$ cat src/design/hard_branch_tracking_table_macros.svh
// Assertion macros for the hard branch tracking table.
// Used by the top level; no other dependencies.
`ifndef HARD_BRANCH_TRACKING_TABLE_MACROS_SVH
`define HARD_BRANCH_TRACKING_TABLE_MACROS_SVH
// implication checked at every clock edge outside reset
`define HBT_ASSERT_IMP(lbl, ante, cons, msg) \
  lbl: assert property (@(posedge clk) disable iff (rst) (ante) |-> (cons)) else $error(msg);
// implication whose consequent is checked in the cycle after the antecedent
`define HBT_ASSERT_NEXT(lbl, ante, cons, msg) \
  lbl: assert property (@(posedge clk) disable iff (rst) (ante) |=> (cons)) else $error(msg);
`endif

$ cat src/design/hbt_pkg.sv
// Shared types and constants for the hard branch tracking table.
// No dependencies.
`default_nettype none
package hbt_pkg;
  localparam int PC_W = 48;
  localparam int CLK_W = 32;
  localparam int AGED_W = 10;
  localparam int CNT_W = 8;

  typedef enum logic [1:0] {
    FUNC_LOOKUP = 2'd0,
    FUNC_TRAIN  = 2'd1,
    FUNC_AGE    = 2'd2,
    FUNC_NONE   = 2'd3
  } func_t;

  typedef enum logic [2:0] {
    ST_CLEAR,
    ST_IDLE,
    ST_READ,
    ST_EVAL,
    ST_AGE_RD,
    ST_AGE_WB,
    ST_OUT
  } state_t;

  typedef struct packed {
    logic             hit;
    logic             hard_flag;
    logic             replaced;
    logic             incremented;
    logic             allocated;
    logic             dropped;
    logic [AGED_W-1:0] aged_count;
  } result_t;
endpackage
`default_nettype wire

$ cat src/design/hbt_ctrl.sv
// Sequencer for the hard branch tracking table: state register and next state.
// Depends on hbt_pkg.
`default_nettype none
module hbt_ctrl (
  input  wire logic           clk,
  input  wire logic           rst,
  input  wire logic           in_fire,
  input  wire logic [1:0]     func,
  input  wire logic           clear_done,
  input  wire logic           age_done,
  input  wire logic           out_fire,
  output hbt_pkg::state_t     state
);
  hbt_pkg::state_t state_next;

  always_ff @(posedge clk) begin
    if (rst) state <= hbt_pkg::ST_CLEAR;
    else state <= state_next;
  end

  always_comb begin
    state_next = state;
    case (state)
      hbt_pkg::ST_CLEAR: if (clear_done) state_next = hbt_pkg::ST_IDLE;
      hbt_pkg::ST_IDLE: begin
        if (in_fire) begin
          if (func == hbt_pkg::FUNC_AGE) state_next = hbt_pkg::ST_AGE_RD;
          else if (func == hbt_pkg::FUNC_NONE) state_next = hbt_pkg::ST_OUT;
          else state_next = hbt_pkg::ST_READ;
        end
      end
      hbt_pkg::ST_READ:   state_next = hbt_pkg::ST_EVAL;
      hbt_pkg::ST_EVAL:   state_next = hbt_pkg::ST_OUT;
      hbt_pkg::ST_AGE_RD: state_next = hbt_pkg::ST_AGE_WB;
      hbt_pkg::ST_AGE_WB: state_next = age_done ? hbt_pkg::ST_OUT : hbt_pkg::ST_AGE_RD;
      hbt_pkg::ST_OUT:    if (out_fire) state_next = hbt_pkg::ST_IDLE;
      default:            state_next = hbt_pkg::ST_IDLE;
    endcase
  end
endmodule
`default_nettype wire

$ cat config.mk
export PLATFORM = sky130hd
export DESIGN_NAME = hbt_ctrl
export DESIGN_NICKNAME = d
export VERILOG_FILES = /design/src/design/hard_branch_tracking_table_macros.svh /design/src/design/hbt_pkg.sv /design/src/design/hbt_ctrl.sv
export SDC_FILE = /design/constraint.sdc
export NUM_CORES = 1
export LEC_CHECK = 0
export BUFFER_PORTS_ARGS = -buffer_cell sky130_fd_sc_hd__buf_2
export CORE_AREA = 2 2 39 41
export CTS_CLUSTER_DIAMETER = 100
export CTS_CLUSTER_SIZE = 30
export DETAILED_ROUTE_END_ITERATION = 12
export DIE_AREA = 0 0 41 43
export MAX_ROUTING_LAYER = met4
export SYNTH_ARGS = -nofsm -noshare
export SYNTH_HDL_FRONTEND = slang
export SYNTH_SLANG_ARGS = --single-unit
$ cat constraint.sdc
create_clock -name clk -period 1.5 [get_ports clk]
set_input_delay 0.3 -clock clk [delete_from_list [all_inputs] [get_ports clk]]
set_output_delay 0.3 -clock clk [all_outputs]
set_load 0.05 [all_outputs]
* Yosys cells after proc, flatten, opt, wreduce, memory -nomap -nowiden
Index checks and enable logic that the tools add are counted.
** Word-level totals
- Bits in registers :: 3
- Bits in latches :: 0
- RAM bits :: 0
- Bits in read-only memories :: 0
- Input bits :: 8
- Memories kept :: 0
** Cells by class
- $add $sub $neg :: 0
- Multipliers :: 0
- Div/mod/pow operators :: 0
- Magnitude comparators :: 0
- Eq/ne operators :: 11
- Shift-type cells :: 0
- Multiplexer cells :: 7
- Bitwise operators :: 0
- Reduce and logical (&&, ||, !) cells :: 2
** Operators with widths (count)
- $pmux 3 s7 :: 1
- $mux 3 :: 5
- $eq 3x3->1 const B :: 3
- $eq 3x2->1 const B :: 2
- $ne 2x2->1 const B :: 3
- $eq 2x2->1 const B :: 2
- $eq 3x1->1 const B :: 1
- $logic_not 3->1 :: 1
- $reduce_and 3->1 :: 1
- $mux 2 :: 1

* Longest topological paths before layout
Gate-level depths: netlist (run 1).
- Depth after elaboration :: 5
- Gate-level depth with buffers :: 4
- Depth with buffers taken out :: 3

* Least setup slack after synthesis (run 1)
Ideal clock, no wire load.
- Kind :: register to register
- From :: register state[1]
- To :: register state[2]
- Data arrival time :: 1319 ps
- Required time :: 1430 ps
- Path slack :: 111 ps
- Stages on the path, launching flop included :: 5
- Buffers on the path :: 1
- Cell sequence :: dfxtp_1 > buf_4 > a21oi_1 > or3b_1 > a21oi_1
** Between the ends
- Cells in the longest elaborated chain, start to end :: 3
- Elaborated cells between the ends (all ways) :: 12
- Classes of those cells :: eq/ne: 9; mux: 1; reduce/logical: 2
** RTL lines
- from (decl) :: line hbt_ctrl.sv:12 : output hbt_pkg::state_t state
- from (signal assigned) :: line hbt_ctrl.sv:17 : if (rst) state <= hbt_pkg::ST_CLEAR;
- from (signal assigned) :: line hbt_ctrl.sv:18 : else state <= state_next;
- $eq 3x3->1 (tied with other cells) :: line hbt_ctrl.sv:23 : case (state)
- $ne 2x2->1 (no line)
- $reduce_and 3->1 (no line)
Parallel ways exist; a longest one is shown, timed or not.
A chain may end at the register's enable or synchronous reset.

* Worst setup path after layout (run 1)
- From :: register state[2]
- To :: output port state[2]
No word-level cell between the ends.

==> metrics, run 1 <==
run status=completed; instance count on the critical path=1; deepest clock path buffer count=2; #FFs+latches synth=3; antenna violations before repair=0; H-tree depth=1; Rel. slew slack=0.8021; die height=43 um; worst vdd ir=0.2401 mV; dpl cells=47; Ports=11; fin nets=44; Net Count, Synth=31; final setup vio count=0; Initial DRT Pass Iterations=4; Most flops, register=state; RePlAce Congestion=0.6423; via count=216; PortBufs=10; layout cells sized above 1=0.4571; delay-heaviest family, CP=flip-flops; Tightest Hold Check Type=in2reg; Critical Path Slowest Stage Cell=dfxtp_1; Max-Cap Viols=0; cell area after synthesis=192.7 um^2; Leak=0.1143 nW; Design Power=320.7 uW; Max Fanout on Critical Path=10; clk sinks=3; Routed WL per cell=9.098 um; FP Rows=14; Worst-Skew Late Latency=0.23 ns; top cell type's share of synthesized area=0.3117; vias in the first global route=172; Max Clk Rate=748.5 MHz; clock input transition at the sequential cells of the worst setup and hold paths=0.04 ns; Mapped Avg Cell Area=8.378 um^2; Placed Area=244.0 um^2; Sw Share=0.3240; initial core utilization=0.1392; die width=41 um; fin. max-slew vios=0; post-layout instance area=270.3 um^2; synth warn=0; CP startpoint kind=register; R2R cell count=3; Synth Instances=23; # hold bufs at CTS=0; CP Capture Type=output pin; area occupied by registers=60.06 um^2; Pint=216.8 uW; Final Non-Filler Cells=51; hold_ws=0.2602 ns; core box area=1384 um^2; unrepaired setup endpoints after global routing=no; Total Routing Usage GR=0.07091; Crit path largest cell delay=0.48 ns; asr flop ratio synth=0; DR iter-0 viols=3; first-pass GRT wire length=696 um; dominant synthesized flop cell=dfxtp_1; post_cts resized=0; Seq/Total Area, Yosys=0.3117; top-count cell post-synth=a21oi_1; crit-path cells=buf_2; Least-Margin Pin Slew=0.2965 ns; EDFF count, synth=0; drc violations=0; max reg flops=3; Critical path buffers and inverters=1; Setup CP Type=reg2out; WP data required=1.20 ns; Reg power frac=0.332; CTS tree=done; clock root cell=clkbuf_4; Hold Path Depth=2; NetSw=103.9 uW; Logic pwr share=0.234; power density cells=1187 nW/um^2; clk_skew=0.001369 ns; # fillers=163; crit path DAT=1.04 ns; Post-CTS Setup Inserts=0; pin count of the biggest net entering global routing=11; Die Area=1763 um^2; remaining antenna violation count after routing=0; Final min period=1.336 ns; vias per inst=4.235; grt total ovfl=0; TritonCTS Buffers=3; Layout area overhead=40.26%; Commonest cells post-synth=a21oi_1, dfxtp_1; leading area contributor after synthesis=dfxtp_1; Multi-input gate area=110.1 um^2; clock network power share=0.434; final WL=464 um; largest registers=state: 3 flops; final hold viol count=0; synth top area cells=dfxtp_1, a21oi_1, buf_6; setup TNS=0 ns; Synth cell types=18; period utilisation layout=0.8907; n_diodes=0
## layout by cell type, fill, tap and decap left out
cell type / instances
o21ai_0: 1
dfxtp_1: 3
o2111ai_1: 1
nor3_1: 1
o21ai_1: 1
nand3b_1: 1
clkbuf_1: 1
a21oi_1: 4
a21oi_2: 1
inv_1: 1
nand2_1: 1
a211oi_1: 1
buf_2: 10
or3b_1: 1
or3_4: 1
nor2_1: 1
o211ai_1: 1
and3_2: 1
clkbuf_4: 3
## logic make-up (layout without fill, tap and decap cells)
| logic type | after synthesis | count (layout) | synth area share |
|---|---|---|---|
| flops | 3 | 3 | 0.3117 |
| simple gates | 7 | 7 | 0.2467 |
| compound gates | 10 | 10 | 0.3247 |
| buf+inv | 3 | 15 | 0.1169 |
## per-stage QoR
stage                       util  setup slack, ns
after detailed placement  0.1763           0.3822
after floorplan                -           0.1114
after global placement    0.1763           0.4093
final                     0.1953           0.1640
after global routing      0.1953           0.1053
after CTS                 0.1953           0.1538
## power by group through the flow
stage | logic [mW] | clock network [mW] | registers, mW
detailed placement | 0.0754 | 0 | 0.108
floorplan | 0.0393 | 0 | 0.125
finish | 0.0751 | 0.139 | 0.106
CTS | 0.0757 | 0.148 | 0.106
global placement | 0.0748 | 0 | 0.107
global route | 0.0809 | 0.162 | 0.108
## layout make-up
type | count | share of cell area
clock buffer | 4 | 0.09722
inverter | 1 | 0.01389
multi-input combinational | 17 | 0.4074
sequential | 3 | 0.2222
tap | 16 | 0.07407
timing repair buffer | 10 | 0.1852
## worst paths after layout
kind / endpoint / slack [ns] / from
max: state[2] / 0.16 / state[2]$_SDFFE_PP0P_
max reg2reg: state[0]$_SDFFE_PP0P_ / 0.38 / state[2]$_SDFFE_PP0P_
min reg2reg: state[2]$_SDFFE_PP0P_ / 0.59 / state[2]$_SDFFE_PP0P_
min: state[2]$_SDFFE_PP0P_ / 0.26 / rst
## routing by layer
layer	part of all wire	wire length (um)	track usage
met5	0	0	-
met4	0	0	0.08000
met3	0.082	38	0.06283
met2	0.42	195	0.06563
met1	0.49	229	0.07692
No activity file was read; power rests on OpenSTA's default activity.
==> inputs of run 2 (changes only) <==
Settings changed: PLACE_DENSITY from default to 0.35.
==> run 2 against run 1 <==
Sequential share of layout area stayed put. Worst setup slack worse by 0.010 ns. Final cell count stayed put. Clock skew is 0.0015 ns higher. Combinational power is 1% lower. Sequential cell count stayed put. Design area stayed put. Global-route usage is 0.83 points higher. Hold slack better by 0.0057 ns. Register-to-register slack hardly changed. Maximum frequency is 0.76% lower. Die area stayed put. Critical endpoint is now state[1].
==> metrics, run 2 (synthesis gave the netlist of run 1 again) <==
Tightest Hold Check Type=in2reg; unrepaired setup endpoints after global routing=no; post_cts resized=0; CP Capture Type=output pin; Reg power frac=0.331; die width=41 um; DR iter-0 viols=9; Rel. slew slack=0.7972; max reg flops=3; TritonCTS Buffers=3; clock input transition at the sequential cells of the worst setup and hold paths=0.04 ns; Total Routing Usage GR=0.07922; most frequent cells in the layout=buf_2, a21oi_1, clkbuf_4, dfxtp_1; drc violations=0; Crit path largest cell delay=0.49 ns; setup TNS=0 ns; H-tree depth=1; final WL=487 um; die height=43 um; period utilisation layout=0.8975; post-layout instance area=270.3 um^2; clk_skew=0.002893 ns; Worst-Skew Late Latency=0.23 ns; FP Rows=14; via count=214; final hold viol count=0; clock network power share=0.439; vias per inst=4.196; vias in the first global route=189; area occupied by registers=60.06 um^2; grt total ovfl=0; RePlAce Congestion=0.7195; Critical Path Slowest Stage Cell=dfxtp_1; Logic pwr share=0.230; # fillers=169; Initial DRT Pass Iterations=2; Least-Margin Pin Slew=0.3039 ns; pin count of the biggest net entering global routing=11; power density cells=1190 nW/um^2; initial core utilization=0.1392; Die Area=1763 um^2; CP startpoint kind=register; run status=completed; commonest non-fill, non-tap cell in the layout=buf_2; Routed WL per cell=9.549 um; n_diodes=0; Leak=0.1143 nW; R2R setup slack=0.39 ns; Layout area overhead=40.26%; antenna violations before repair=0; crit path DAT=1.05 ns; Final min period=1.346 ns; largest registers=state: 3 flops; Setup CP Type=reg2out; layout cells sized above 1=0.4571; Ports=11; PortBufs=10; Max-Cap Viols=0; NetSw=104.8 uW; worst vdd ir=0.2041 mV; Post-CTS Setup Inserts=0; Critical path buffers and inverters=1; core box area=1384 um^2; clk sinks=3; CTS tree=done; fin. max-slew vios=0; Sw Share=0.3258; Max Fanout on Critical Path=10; final setup vio count=0; crit-path cells=buf_2; # hold bufs at CTS=0; Multi-input gate area=110.1 um^2; Most flops, register=state; first-pass GRT wire length=793 um; Max Clk Rate=742.8 MHz; Placed Area=244.0 um^2; WP data required=1.20 ns; Pint=216.9 uW; clock root cell=clkbuf_4; delay-heaviest family, CP=flip-flops; fin nets=44; remaining antenna violation count after routing=0; deepest clock path buffer count=2
-- run 2: power by group through the flow --
stage               Clock [mW]  Sequential, mW  Combinational, mW
floorplan                    0           0.125             0.0393
global placement             0           0.107             0.0755
detailed placement           0           0.108             0.0750
CTS                      0.151           0.106             0.0752
global route             0.163           0.109             0.0798
finish                   0.141           0.106             0.0742
-- run 2: stage by stage --
stage          hold slack [ns]    util  total power, mW  worst slack (ns)  std cells
3_3_place_gp            0.5114  0.1763           0.1829            0.3945         47
6_report                0.2659  0.1953           0.3217            0.1537         51
3_5_place_dp            0.5037  0.1763           0.1827            0.3936         47
5_1_grt                 0.2567  0.1953           0.3517           0.09107         51
4_1_cts                 0.2519  0.1953           0.3325            0.1384         51
2_1_floorplan           0.3691       -           0.1648            0.1114         23
-- run 2: area by class of cell --
type,count,share of cell area
multi-input combinational,17,0.4074
sequential,3,0.2222
timing repair buffer,10,0.1852
clock buffer,4,0.09722
tap,16,0.07407
inverter,1,0.01389
-- run 2: final timing paths --
kind / startpoint / endpoint / cells past startpoint
max: state[1]$_SDFFE_PP0P_ / state[1] / 1
min: rst / state[2]$_SDFFE_PP0P_ / 2
max reg2reg: state[2]$_SDFFE_PP0P_ / state[0]$_SDFFE_PP0P_ / 3
min reg2reg: state[2]$_SDFFE_PP0P_ / state[2]$_SDFFE_PP0P_ / 2
-- run 2: metal layers --
| layer | track usage | routed length, um | vias to the layer above |
|---|---|---|---|
| li1 | - | - | 110 |
| met1 | 0.08039 | 218 | 94 |
| met2 | 0.08750 | 229 | 8 |
| met3 | 0.03141 | 32 | 2 |
| met4 | 0.1200 | 7 | 0 |
| met5 | - | 0 | - |
